**src/rtl/psrs_pkg.sv**
```systemverilog
// Package for the paged serial register slave: sizes, command word and result types.
// No dependencies; every other file in rtl/ refers to it by scoped names.
package psrs_pkg;

    localparam int NUM_PAGES   = 64;
    localparam int REG_BYTES   = 3;
    localparam int PAGE_BITS   = 6;
    localparam int ADDR_W      = 12;
    localparam int VALUE_W     = 24;
    localparam int BYTE_W      = 8;
    localparam int KIND_W      = 2;
    localparam int STORE_DEPTH = NUM_PAGES * 64;
    localparam int MEM_AW      = $clog2(STORE_DEPTH);
    localparam int PEND_W      = $clog2(REG_BYTES + 1);
    localparam int IDX_W       = 2;
    localparam int FIFO_DEPTH  = 2;
    localparam int FIFO_PW     = (FIFO_DEPTH > 1) ? $clog2(FIFO_DEPTH) : 1;
    localparam int FIFO_CW     = $clog2(FIFO_DEPTH + 1);

    // Result kinds on o_kind
    localparam logic [KIND_W-1:0] KIND_READ  = 2'd0;
    localparam logic [KIND_W-1:0] KIND_WRITE = 2'd1;
    localparam logic [KIND_W-1:0] KIND_INSTR = 2'd2;

    typedef enum logic [1:0] {
        CMD_READ,
        CMD_WRITE,
        CMD_INSTR
    } t_cmd;

    typedef struct packed {
        t_cmd                 cmd;
        logic [ADDR_W-1:0]    addr;
        logic [VALUE_W-1:0]   data;
        logic [PAGE_BITS-1:0] code;
    } t_cmd_word;

    typedef struct packed {
        logic                 strobe;
        logic [KIND_W-1:0]    kind;
        logic [BYTE_W-1:0]    tx_byte;
        logic                 last;
        logic [ADDR_W-1:0]    reg_address;
        logic [VALUE_W-1:0]   reg_value;
        logic [PAGE_BITS-1:0] instr_code;
    } t_result;

    // Byte idx of a register value, least significant first; bytes past the width read 0.
    function automatic logic [BYTE_W-1:0] byte_of(input logic [VALUE_W-1:0] v,
                                                  input logic [IDX_W-1:0] idx);
        logic [BYTE_W-1:0] b;
        case (idx)
            2'd0:    b = v[7:0];
            2'd1:    b = v[15:8];
            2'd2:    b = v[23:16];
            default: b = '0;
        endcase
        return b;
    endfunction

endpackage

```
**src/rtl/psrs_front.sv**
```systemverilog
// Front end of the paged serial register slave: decodes received bytes, tracks the page,
// gathers write data and queues read, write and instruction words. Uses psrs_pkg.
module psrs_front (
    input  logic                        i_clk,
    input  logic                        i_rst_n,
    input  logic                        i_accept,
    input  logic [psrs_pkg::BYTE_W-1:0] i_rx_byte,
    output logic                        o_push,
    output psrs_pkg::t_cmd_word         o_word
);

    typedef enum logic [1:0] {
        TOP_READ  = 2'b00,
        TOP_WRITE = 2'b01,
        TOP_PAGE  = 2'b10,
        TOP_INSTR = 2'b11
    } t_top;

    localparam logic [psrs_pkg::PAGE_BITS:0] PAGE_LIMIT =
        (psrs_pkg::PAGE_BITS + 1)'(psrs_pkg::NUM_PAGES);

    logic [psrs_pkg::PAGE_BITS-1:0] r_page,    n_page;
    logic [psrs_pkg::PEND_W-1:0]    r_pending, n_pending;
    logic [psrs_pkg::VALUE_W-1:0]   r_gather,  n_gather;
    logic [psrs_pkg::ADDR_W-1:0]    r_wr_addr, n_wr_addr;
    logic [psrs_pkg::PEND_W-1:0]    pos;
    logic [psrs_pkg::PAGE_BITS-1:0] low;
    t_top                           top;

    assign low = i_rx_byte[psrs_pkg::PAGE_BITS-1:0];
    assign top = t_top'(i_rx_byte[7:6]);
    assign pos = psrs_pkg::PEND_W'(psrs_pkg::REG_BYTES) - r_pending;

    always_comb begin
        n_page    = r_page;
        n_pending = r_pending;
        n_gather  = r_gather;
        n_wr_addr = r_wr_addr;
        o_push    = 1'b0;
        o_word    = '{cmd: psrs_pkg::CMD_INSTR, addr: '0, data: '0, code: low};
        if (i_accept) begin
            if (r_pending != '0) begin
                // every byte is data while a write is open
                case (pos)
                    0:       n_gather[7:0]   = r_gather[7:0]   | i_rx_byte;
                    1:       n_gather[15:8]  = r_gather[15:8]  | i_rx_byte;
                    2:       n_gather[23:16] = r_gather[23:16] | i_rx_byte;
                    default: n_gather = r_gather;
                endcase
                n_pending = r_pending - 1'b1;
                if (r_pending == psrs_pkg::PEND_W'(1)) begin
                    o_push = 1'b1;
                    o_word = '{cmd: psrs_pkg::CMD_WRITE, addr: r_wr_addr,
                               data: n_gather, code: '0};
                end
            end else begin
                unique case (top)
                    TOP_PAGE: begin
                        if ({1'b0, low} < PAGE_LIMIT) begin
                            n_page = low;
                        end
                    end
                    TOP_READ: begin
                        o_push = 1'b1;
                        o_word = '{cmd: psrs_pkg::CMD_READ, addr: {r_page, low},
                                   data: '0, code: '0};
                    end
                    TOP_WRITE: begin
                        n_wr_addr = {r_page, low};
                        n_gather  = '0;
                        n_pending = psrs_pkg::PEND_W'(psrs_pkg::REG_BYTES);
                    end
                    TOP_INSTR: begin
                        o_push = 1'b1;
                    end
                endcase
            end
        end
    end

    always_ff @(posedge i_clk) begin
        if (!i_rst_n) begin
            r_page    <= '0;
            r_pending <= '0;
            r_gather  <= '0;
            r_wr_addr <= '0;
        end else begin
            r_page    <= n_page;
            r_pending <= n_pending;
            r_gather  <= n_gather;
            r_wr_addr <= n_wr_addr;
        end
    end

endmodule

```
**config.mk**
```make
export PLATFORM = sky130hd
export DESIGN_NAME = psrs_front
export DESIGN_NICKNAME = d
export VERILOG_FILES = /design/src/rtl/psrs_pkg.sv /design/src/rtl/psrs_front.sv
export SDC_FILE = /design/constraint.sdc
export NUM_CORES = 1
export LEC_CHECK = 0
export ABC_AREA = 1
export BUFFER_PORTS_ARGS = -buffer_cell sky130_fd_sc_hd__buf_2
export CAP_MARGIN = 20
export CORE_MARGIN = 2
export CORE_UTILIZATION = 42
export CTS_CLUSTER_SIZE = 10
export DETAILED_ROUTE_END_ITERATION = 10
export PLACE_DENSITY = 0.67
export SLEW_MARGIN = 30
export SYNTH_ARGS = -nofsm -noshare
export SYNTH_HDL_FRONTEND = slang
export SYNTH_SLANG_ARGS = --single-unit
```
**constraint.sdc**
```tcl
create_clock -name i_clk -period 1.5 [get_ports i_clk]
set_input_delay 0.075 -clock i_clk [delete_from_list [all_inputs] [get_ports i_clk]]
set_output_delay 0.075 -clock i_clk [all_outputs]
set_load 0.1 [all_outputs]
```
== Word-level counts from Yosys, hierarchy flattened ==
Index checks and enable logic that the tools add are counted.
Widths: inputs -> output; s select.
Storage, ports and cells
  register bits after elaboration: 44
  input bits: 11
  output and inout bits: 45
  word-level logic and storage cells: 39
Cells by class
  $add $sub $neg: 2
  equality and inequality tests: 6
  mux-type cells: 15
  bitwise logic cells: 4
  reductions and logical operators: 8
Operators by type and width (number)
  $mux 44: 4
  $mux 24: 2
  $mux 8: 3
  $or 8x8->8: 3
  $eq 2x1->1 const B: 3
  $eq 2x2->1 const B: 3
  $reduce_and 3->1: 2
  $logic_not 2->1: 2
  $mux 1: 4
  $mux 2: 2
  $reduce_bool 2->1: 2
  $reduce_and 2->1: 1
  $reduce_or 2->1: 1
  $sub 2x1->2 const B: 1
  $sub 2x2->2 const A: 1
  $not 1->1: 1

== Logic depth before layout (Yosys ltp) ==
  depth in word-level cells: 6
  mapped depth: 8
  depth with buffers taken out: 7

== Worst setup path before layout ==
OpenSTA, ideal clock, no wires.
  path type: register to output
  start: register r_pending[0] in the netlist's numbering
  end: output port o_word[33] in the netlist's numbering
  data arrival time: 3073 ps
  data required time: 1425 ps
  setup slack: -1648 ps
  cell stages (with the launch flop): 6
  path buffers: 0
  cells stage by stage: dfxtp_1 -> inv_1 -> ha_1 -> nor2_4 -> nand2_2 -> o21ai_0
RTL lines
  from (decl): line psrs_front.sv:23  | logic [psrs_pkg::PEND_W-1:0] r_pending, n_pending;
  from (signal assigned): line psrs_front.sv:89  | r_pending <= n_pending;
  to (decl): line psrs_front.sv:9  | output psrs_pkg::t_cmd_word o_word

==> impl_metrics.ini <==
[clocking]
clock_path_buffers = 2
ctsHoldBuffers = 0
clkLatencyLatePin_ps = 310
cts-root-buf = clkbuf_8
cts_tree = yes
cts_inserted_buffers = 5
path_clk_slew_ps = 90
clkSinkCount = 44
h-tree-depth = 2

[timing]
rsz0062_at_grt = true
hold_viol = 0
fin_ws_ps = -359
hold_ws_ps = 130
setup_violations = 54
worst_clock_skew_ps = 6.01
slew_violations = 0
finalCritPeriodShare = 1.24
max_freq_mhz = 538
finalSetupTns_ps = -13840
relSlewSlack = 0.762
worst_slew_pin_slew_ps = 357
period_minus_slack_ps = 1860

[finish]
nets = 485
drive_gt1_frac = 0.443
diodes = 0
areaGrowthSynthToFinish_pct = 91.9
final.fill_count = 273
final_cell_area_um2 = 4650
utilization = 0.839
instances_no_fill = 539

[placement]
hpwl_mm = 5.18
place_congestion = 0.845
dpl_cell_area_um2 = 4050
dp.cells = 515
portBuffers = 55
detailedPlace.worstSlack_ps = -22.1

[synthesis]
synth_seq_cells = 44
yosys.area_share.xor_xnor = 0
yosysMostFrequentCell = nand2_1
synth-adder-area-share = 0.0413
syn_area_um2 = 2420
synth.avg_cell_area_um2 = 6.30
async_flop_share = 0
netlist_top_cells_count = 135 x nand2_1, 56 x nor2_1, 52 x inv_1
yosys_warnings = 0
yosys.area_share.simple = 0.349
seq_area_frac_synth = 0.364
netlist-cell-type-count = 23
synth-edff-count = 0
synth.top_cell.area_share = 0.364
synth_compound_area_frac = 0.116
yosys-top-cells-area = dfxtp_1 36%, nand2_1 21%, nor2_1 8.7%
synth_cells = 384
yosys.area.top_type = dfxtp_1
synth_top_family_by_area = simple AND/OR/NAND/NOR gates
synth-main-ff-cell = dfxtp_1
synth_mux_area_frac = 0
syn_nets = 403

[die]
start_util = 0.437
die_x_um = 79.9
ioPinCount = 56
die-height_um = 79.9
fp.dieArea_um2 = 6390
num_rows = 27
core_um2 = 5540

[worst_setup_path]
cp_max_fo = 5
reg2reg_depth = 8
r2r_slack_ps = -90
crit_arrival_ps = 1780
crit_type = reg2out
startpoint = r_pending[1]
end_kind = output port
cp.required_ps = 1420
r2r-start = r_pending[1]
setup.worst_path.start_class = flop
rr_endpoint = r_page[1]

[routing]
ant_nets = 0
vias = 2822
via_per_inst = 5.24
first_iter_violations = 167
wirelength_mm = 9.35
drc = 0
drt-pass1-iter-count = 4
wire_per_inst_um = 17.3

[global_route]
grt_antenna_before_repair = 0
grt_max_degree = 30
grt_pass1_vias = 2658
grt_usage = 0.258
grt_pass1_wl_mm = 12.8
grt_overflow = 0

[pwr]
p_per_area_nw_per_um2 = 808
ir_drop_mv = 0.593
power_leakage_nw = 2.03
finalPower_mw = 3.75

[hold_path]
holdPathStages = 3
hold_class = in2reg
hold_start = i_rx_byte[5]
worstHoldEndpoint = r_wr_addr[5]

[status]
violations = setup timing
outcome = complete, but fails checks

[flow_run]
drv_cap = 0
==> critical path, cell delays in order, from the launching register on <==
cell and delay (ps):
dfxtp_2 360, inv_2 60, ha_4 180, nor2_4 110
buf_8 160, nand2_8 80, buf_6 160, a21oi_4 150
buf_12 190
==> power by group <==
group          internal [mW]  switching, mW  total (mW)
sequential              1.22         0.0241        1.24
combinational          0.577          0.968        1.55
clock                  0.502          0.466       0.968
total                   2.30           1.46        3.75
==> cell type report <==
class	count	area, µm²	share of cell area
clock buffers	5	68.8	0.0148
inverters	53	213	0.0458
flip-flops and latches	44	883	0.190
repair buffers	95	1430	0.307
multi-input cells	267	1920	0.413
well taps	72	90.1	0.0194
clock inverters	3	46.3	0.00996
==> cells in the final DEF, fill, tap and decap left out, types with 2 or more instances in the layout <==
cell type / n
nand2_1: 99
ha_4: 4
buf_2: 10
nand2_2: 14
nand2_4: 19
a21oi_2: 2
buf_12: 52
nand4_1: 6
a21oi_1: 28
nand2_8: 6
clkbuf_8: 5
inv_2: 4
inv_1: 46
nand3_2: 2
nor2_1: 27
buf_6: 9
o21ai_4: 13
buf_8: 2
nand3_1: 7
clkinvlp_4: 2
dfxtp_1: 42
buf_4: 20
dfxtp_2: 2
ha_1: 3
nor2_4: 30
==> flip-flops by register name (all words and copies together), names as in the netlist <==
register   cells
r_gather      24
r_pending      2
r_page         6
r_wr_addr     12
==> cells by family (layout without fill, tap and decap cells) <==
family | after synthesis | after routing
flops | 44 | 44
buf+inv | 73 | 156
fa+ha+maj | 8 | 8
simple gates | 212 | 212
compound gates | 47 | 47
==> timing repair <==
item,CTS,global route
resized for setup,31,45
pin swaps,13,25
gates cloned,2,1
endpoints found under the setup margin,45,70
setup buffers,6,8
==> metal layers <==
layer	GRT usage	wire, µm
met2	0.443	4700
met1	0.318	3510
met4	0.0780	394
met3	0.0622	749
met5	0	0
==> how the worst max path moves through the flow <==
stage                             to  slack [ps]  cells after the start
after global routing      o_word[33]        -390                      8
after global placement     o_word[9]          20                      7
final                     o_word[22]        -360                      8
after floorplan           o_word[43]        -310                      6
after CTS                 o_word[41]        -270                      8
after detailed placement  o_word[29]         -20                      7
(Power assumes the default switching activity.)
