<file path="src/rtl/psrs_pkg.sv">
// Package for the paged serial register slave: sizes, command word and result types.
// No dependencies; every other file in rtl/ refers to it by scoped names.
package psrs_pkg;

    localparam int NUM_PAGES   = 64;
    localparam int REG_BYTES   = 3;
    localparam int PAGE_BITS   = 6;
    localparam int ADDR_W      = 12;
    localparam int VALUE_W     = 24;
    localparam int BYTE_W      = 8;
    localparam int KIND_W      = 2;
    localparam int STORE_DEPTH = NUM_PAGES * 64;
    localparam int MEM_AW      = $clog2(STORE_DEPTH);
    localparam int PEND_W      = $clog2(REG_BYTES + 1);
    localparam int IDX_W       = 2;
    localparam int FIFO_DEPTH  = 2;
    localparam int FIFO_PW     = (FIFO_DEPTH > 1) ? $clog2(FIFO_DEPTH) : 1;
    localparam int FIFO_CW     = $clog2(FIFO_DEPTH + 1);

    // Result kinds on o_kind
    localparam logic [KIND_W-1:0] KIND_READ  = 2'd0;
    localparam logic [KIND_W-1:0] KIND_WRITE = 2'd1;
    localparam logic [KIND_W-1:0] KIND_INSTR = 2'd2;

    typedef enum logic [1:0] {
        CMD_READ,
        CMD_WRITE,
        CMD_INSTR
    } t_cmd;

    typedef struct packed {
        t_cmd                 cmd;
        logic [ADDR_W-1:0]    addr;
        logic [VALUE_W-1:0]   data;
        logic [PAGE_BITS-1:0] code;
    } t_cmd_word;

    typedef struct packed {
        logic                 strobe;
        logic [KIND_W-1:0]    kind;
        logic [BYTE_W-1:0]    tx_byte;
        logic                 last;
        logic [ADDR_W-1:0]    reg_address;
        logic [VALUE_W-1:0]   reg_value;
        logic [PAGE_BITS-1:0] instr_code;
    } t_result;

    // Byte idx of a register value, least significant first; bytes past the width read 0.
    function automatic logic [BYTE_W-1:0] byte_of(input logic [VALUE_W-1:0] v,
                                                  input logic [IDX_W-1:0] idx);
        logic [BYTE_W-1:0] b;
        case (idx)
            2'd0:    b = v[7:0];
            2'd1:    b = v[15:8];
            2'd2:    b = v[23:16];
            default: b = '0;
        endcase
        return b;
    endfunction

endpackage

</file>
<file path="src/rtl/psrs_fifo.sv">
// Short command queue between front and back of the paged serial register slave.
// Uses psrs_pkg for the word type and depth.
module psrs_fifo (
    input  logic                i_clk,
    input  logic                i_rst_n,
    input  logic                i_push,
    input  psrs_pkg::t_cmd_word i_word,
    input  logic                i_pop,
    output psrs_pkg::t_cmd_word o_head,
    output logic                o_full,
    output logic                o_empty
);

    localparam logic [psrs_pkg::FIFO_PW-1:0] LAST_PTR =
        psrs_pkg::FIFO_PW'(psrs_pkg::FIFO_DEPTH - 1);

    psrs_pkg::t_cmd_word            r_mem [psrs_pkg::FIFO_DEPTH];
    logic [psrs_pkg::FIFO_PW-1:0]   r_wr_ptr, r_rd_ptr;
    logic [psrs_pkg::FIFO_CW-1:0]   r_count;

    assign o_head  = r_mem[r_rd_ptr];
    assign o_full  = (r_count == psrs_pkg::FIFO_CW'(psrs_pkg::FIFO_DEPTH));
    assign o_empty = (r_count == '0);

    always_ff @(posedge i_clk) begin
        if (i_push) begin
            r_mem[r_wr_ptr] <= i_word;
        end
    end

    always_ff @(posedge i_clk) begin
        if (!i_rst_n) begin
            r_wr_ptr <= '0;
            r_rd_ptr <= '0;
            r_count  <= '0;
        end else begin
            if (i_push) begin
                r_wr_ptr <= (r_wr_ptr == LAST_PTR) ? '0 : r_wr_ptr + 1'b1;
            end
            if (i_pop) begin
                r_rd_ptr <= (r_rd_ptr == LAST_PTR) ? '0 : r_rd_ptr + 1'b1;
            end
            case ({i_push, i_pop})
                2'b10:   r_count <= r_count + 1'b1;
                2'b01:   r_count <= r_count - 1'b1;
                default: r_count <= r_count;
            endcase
        end
    end

endmodule

</file>
<file path="config.mk">
export PLATFORM = sky130hd
export DESIGN_NAME = psrs_fifo
export DESIGN_NICKNAME = d
export VERILOG_FILES = /design/src/rtl/psrs_pkg.sv /design/src/rtl/psrs_fifo.sv
export SDC_FILE = /design/constraint.sdc
export NUM_CORES = 1
export LEC_CHECK = 0
export BUFFER_PORTS_ARGS = -buffer_cell sky130_fd_sc_hd__buf_2
export CAP_MARGIN = 20
export CELL_PAD_IN_SITES_DETAIL_PLACEMENT = 1
export CELL_PAD_IN_SITES_GLOBAL_PLACEMENT = 1
export CORE_ASPECT_RATIO = 1.25
export CORE_MARGIN = 2
export CORE_UTILIZATION = 39
export DETAILED_ROUTE_END_ITERATION = 10
export GPL_TIMING_DRIVEN = 0
export HOLD_SLACK_MARGIN = 0.02
export PLACE_DENSITY = 0.73
export RECOVER_POWER = 50
export SYNTH_ARGS = -nofsm -noshare
export SYNTH_HDL_FRONTEND = slang
export SYNTH_SLANG_ARGS = --single-unit
export TNS_END_PERCENT = 5
</file>
<file path="constraint.sdc">
create_clock -name i_clk -period 2.8 [get_ports i_clk]
set_clock_uncertainty 0.2 [all_clocks]
set_input_delay 0.14 -clock i_clk [delete_from_list [all_inputs] [get_ports i_clk]]
set_output_delay 0.14 -clock i_clk [all_outputs]
set_load 0.01 [all_outputs]
</file>
Word level (Yosys, flattened, before mapping)
Memories as Yosys holds them, arrays and structs flattened. A register that Yosys moved wholly into a read port is not among the register bits.
Cells that the tools add are included.
{"block": "op_classes", "n_addsub": 4, "eq_ne": 3, "n_mux": 7, "n_reduce_logical": 2}
{"cell": "$mux W1", "count": 6}
{"cell": "$eq A2 B2 Y1 const B", "count": 2}
{"cell": "$pmux W2 S2", "count": 1}
{"cell": "$add A1 B1 Y1 const B", "count": 2}
{"cell": "$add A2 B1 Y2 const B", "count": 1}
{"cell": "$eq A2 B1 Y1 const B", "count": 1}
{"cell": "$logic_not A2 Y1", "count": 1}
{"cell": "$reduce_bool A2 Y1", "count": 1}
{"cell": "$sub A2 B1 Y2 const B", "count": 1}
{"block": "totals", "reg_bits": 4, "ram_bits": 88, "input_bits": 48, "out_inout_bits": 46, "elab_cells": 20, "mem_count": 1}
{"name": "r_mem", "words": 2, "width": 44, "rd": 1, "rd_clocked_by_memory_dff": 1, "wr": 1, "line_no": "psrs_fifo.sv:17", "rtl": "psrs_pkg::t_cmd_word r_mem [psrs_pkg::FIFO_DEPTH];"}

Depth between registers and ports, before layout
{"block": "depth", "depth_word": 4, "mapped_depth": 5, "depth_no_buf": 5}

Worst setup path before layout
No wires, ideal clock.
{"block": "synth_path", "path_kind": "register -> register", "startpoint": "register r_wr_ptr", "endpoint": "memory r_mem[0][0] in the netlist's numbering, enable pin", "setup_time_ns": 0.448, "t_arrival_ns": 2.189, "required_ns": 2.152, "setup_slack_ns": -0.037, "stages_incl_launch_ff": 2, "n_path_buf": 0, "period_less_slack_ns": 2.837, "path_cell_list": "dfxtp_1 > nor2_1"}
{"element": "start: declaration", "line_no": "psrs_fifo.sv:18", "rtl": "logic [psrs_pkg::FIFO_PW-1:0] r_wr_ptr, r_rd_ptr;"}
{"element": "start signal: assignment", "line_no": "psrs_fifo.sv:38", "rtl": "r_wr_ptr <= (r_wr_ptr == LAST_PTR) ? '0 : r_wr_ptr + 1'b1;"}
{"element": "end: declaration", "line_no": "psrs_fifo.sv:17"}
Straight into the memory's write port.

Worst setup path after layout
{"block": "layout_path", "startpoint": "register r_wr_ptr", "endpoint": "register r_wr_ptr"}
{"block": "layout_between", "elab_chain_len": 2}
{"element": "$add A1 B1 Y1", "line_no": "psrs_fifo.sv:38"}
{"element": "$mux W1 *", "line_no": "psrs_fifo.sv:38"}
Every way passes the cells marked *; elsewhere a longest branch is shown, timed or not.
A chain may end at the register's enable or synchronous reset.

==> impl_metrics.env <==
export IMPL_synthDominantCellAreaShare=0.782
export IMPL_p_sw_frac=0.227
export IMPL_grt_pass1_wl_mm=10.8
export IMPL_p_leak_uw=0.00167
export IMPL_synth_edf_count=88
export IMPL_grt_overflow_total=0
export IMPL_power_switching_uw=643
export IMPL_clk_insertion_delay_late_ns=0.35
export IMPL_synth_nets=208
export IMPL_ant_nets=0
export IMPL_crit_required_ns=2.90
export IMPL_synth_top_cell_by_area="edfxtp_1"
export IMPL_syn_avg_cell_area_um2=21.3
export IMPL_syn_area_mm2=0.00338
export IMPL_multiInputGateArea_um2=617
export IMPL_power_density_mw_per_mm2=615
export IMPL_cts_sinks=93
export IMPL_drive_gt1_frac=0.386
export IMPL_hold_violations=0
export IMPL_rsz0062_at_grt="false"
export IMPL_yosys_warnings=0
export IMPL_synth_area_leaders="edfxtp_1, mux2_2, dfxtp_1"
export IMPL_setup_viol=0
export IMPL_diodes=0
export IMPL_routed_via_count=1973
export IMPL_clkTransAtPathRegs_ns=0.09
export IMPL_cts_max_path_buffers=2
export IMPL_cts_buffers=9
export IMPL_synth_common_cells="edfxtp_1, mux2_2, buf_2, dfxtp_1, and2_1"
export IMPL_cp_end_kind="flop"
export IMPL_detail_route_first_pass_iterations=2
export IMPL_fmax_mhz=457
export IMPL_fill_cells=803
export IMPL_die_x_um=87.3
export IMPL_seqPwrFrac=0.572
export IMPL_root_buffer="clkbuf_8"
export IMPL_crit_family="buffers and inverters"
export IMPL_slowest_delay_ns=0.61
export IMPL_cts_tree="done"
export IMPL_path_class="reg -> reg"
export IMPL_cp_max_fo=23
export IMPL_viasPerCell=4.78
export IMPL_grt_usage=0.158
export IMPL_numPortBuffers=93
export IMPL_die_area_mm2=0.00943
export IMPL_drt_wl_total_mm=7.07
export IMPL_grt_antenna_before_repair=0
export IMPL_synthCells=159
export IMPL_fin_nets=361
export IMPL_slowest_stage="nor2_4"
export IMPL_pwr_share_comb=0.131
export IMPL_gp_congestion=0.667
export IMPL_ys_seq_area_frac=0.812
export IMPL_hold_path_class="in -> reg"
export IMPL_dp_hpwl_mm=4.20
export IMPL_path_cells="nor2_4 -> buf_12 -> o21a_1 -> dlygate4sd3_1"
export IMPL_drv_slew=0
export IMPL_cp_arrival_ns=2.29
export IMPL_drtIter0Drc=63
export IMPL_start_util=0.406
export IMPL_io_pins=94
export IMPL_ir_drop_v=0.000522
export IMPL_area_growth_syn_to_layout_pct=36.6
export IMPL_setup_slack_ns=0.613
export IMPL_grt_max_degree=24
export IMPL_internal_power_uw=2190
export IMPL_ys_ff_latch=93
export IMPL_fin_crit_sh=0.781
export IMPL_cap_violations=0
export IMPL_critPathBufInv=2
export IMPL_async_reset_ff_frac=0
export IMPL_cp_start_kind="flop"
export IMPL_dp_slack_ns=1.05
export IMPL_avgRoutedWirePerCell_um=17.1
export IMPL_status="finished clean"
export IMPL_regArea_mm2=0.00274
export IMPL_h_tree_depth=3
export IMPL_worst_slew_pin_slew_ns=0.758
export IMPL_yosysMostFrequentCell="edfxtp_1"
export IMPL_num_rows=37
export IMPL_cts_setup_buffers=0
export IMPL_finalSetupTns_ns=0
export IMPL_period_minus_slack_ns=2.19
export IMPL_ys_flop_type="edfxtp_1"
export IMPL_coreArea_mm2=0.00833
export IMPL_synth_cell_type_count=16
export IMPL_grt_pass1_vias=2151
export IMPL_p_clk_frac=0.297
export IMPL_slew_headroom=0.494
export IMPL_route_detailed_drc=0
export IMPL_die_h_um=108
metrics by stage:
stage	hold WS, ns	std cells	util	total power [µW]	area, µm²
after floorplan	0.0389	159	-	1830	3380
after CTS	0.172	413	0.560	2860	4660
after detailed placement	0.131	351	0.482	1980	4020
after global placement	0.127	349	0.476	1970	3970
after global routing	0.195	413	0.554	2950	4620
final	0.175	413	0.554	2840	4620
cells by family after synthesis:
family | after synthesis | synth area share
DFF | 93 | 0.812
muxes | 44 | 0.147
and+or+nand+nor | 9 | 0.0159
buffers and inverters | 6 | 0.00851
AOI/OAI and AO/OA | 3 | 0.00592
xor gates and xnor gates | 3 | 0.00778
adders and majority gates | 1 | 0.00370
worst min-delay path, delay by kind of cell:
kind          cells  cell delay, ns
buf+inv           2            0.22
simple gates      1            0.16
what timing repair did:
action,4_1_cts,5_1_grt
endpoints found under the hold margin,93,0
setup endpoints to repair,0,0
resized for setup,0,0
hold buffers,47,0
layout make-up:
class                   count  share of cell area
multi-input cells          60               0.134
plain buffers               5             0.00542
well taps                  97              0.0263
inverters                   1            0.000813
clock buffers               9              0.0268
flip-flops and latches     93               0.594
clock inverters             6              0.0119
repair buffers            142               0.201
power by group through the flow:
stage	Sequential [µW]	Clock (µW)	Combinational, µW
detailed placement	1660	0	329
finish	1620	843	372
global route	1630	919	404
global placement	1650	0	314
floorplan	1650	0	184
CTS	1620	859	382
final timing paths:
| path | start | to | slack [ns] | cells past startpoint |
|---|---|---|---|---|
| max | r_wr_ptr$_SDFFE_PN0P_ | r_wr_ptr$_SDFFE_PN0P_ | 0.61 | 4 |
| min | i_push | r_mem[0][26]$_DFFE_PP_ | 0.18 | 3 |
| max reg2reg | r_wr_ptr$_SDFFE_PN0P_ | r_wr_ptr$_SDFFE_PN0P_ | 0.61 | 4 |
| min reg2reg | r_count[1]$_SDFFE_PN0P_ | r_count[1]$_SDFFE_PN0P_ | 0.33 | 2 |
registers in the layout (all words and copies together) (netlist names), named ones only:
signal and count:
r_mem 88, r_count 2, r_rd_ptr 1, r_wr_ptr 1
routing by layer:
metal | GRT usage | vias to the layer above | share of wire | routed length [µm]
met5 | 0 | - | 0 | 0
met4 | 0.0736 | 0 | 0.023 | 159
met3 | 0.0351 | 12 | 0.039 | 275
met2 | 0.300 | 54 | 0.58 | 4110
met1 | 0.159 | 987 | 0.36 | 2520
li1 | - | 920 | - | -
cell usage in the layout, fill, tap and decap left out, drive strengths merged:
cell / Yosys / layout
o21a: 1 / 1
and2: 4 / 4
inv: 1 / 1
ha: 1 / 1
xnor2: 2 / 2
o21ai: 1 / 1
buf: 5 / 62
clkbuf: 0 / 47
a21boi: 1 / 1
or3: 1 / 1
dfxtp: 5 / 5
xor2: 1 / 1
mux2: 44 / 44
nor2: 2 / 2
clkinv: 0 / 4
clkinvlp: 0 / 1
nor2b: 1 / 1
bufinv: 0 / 1
dlygate4sd3: 0 / 47
edfxtp: 88 / 88
and2b: 1 / 1
Power figures use the tool's default switching activity.
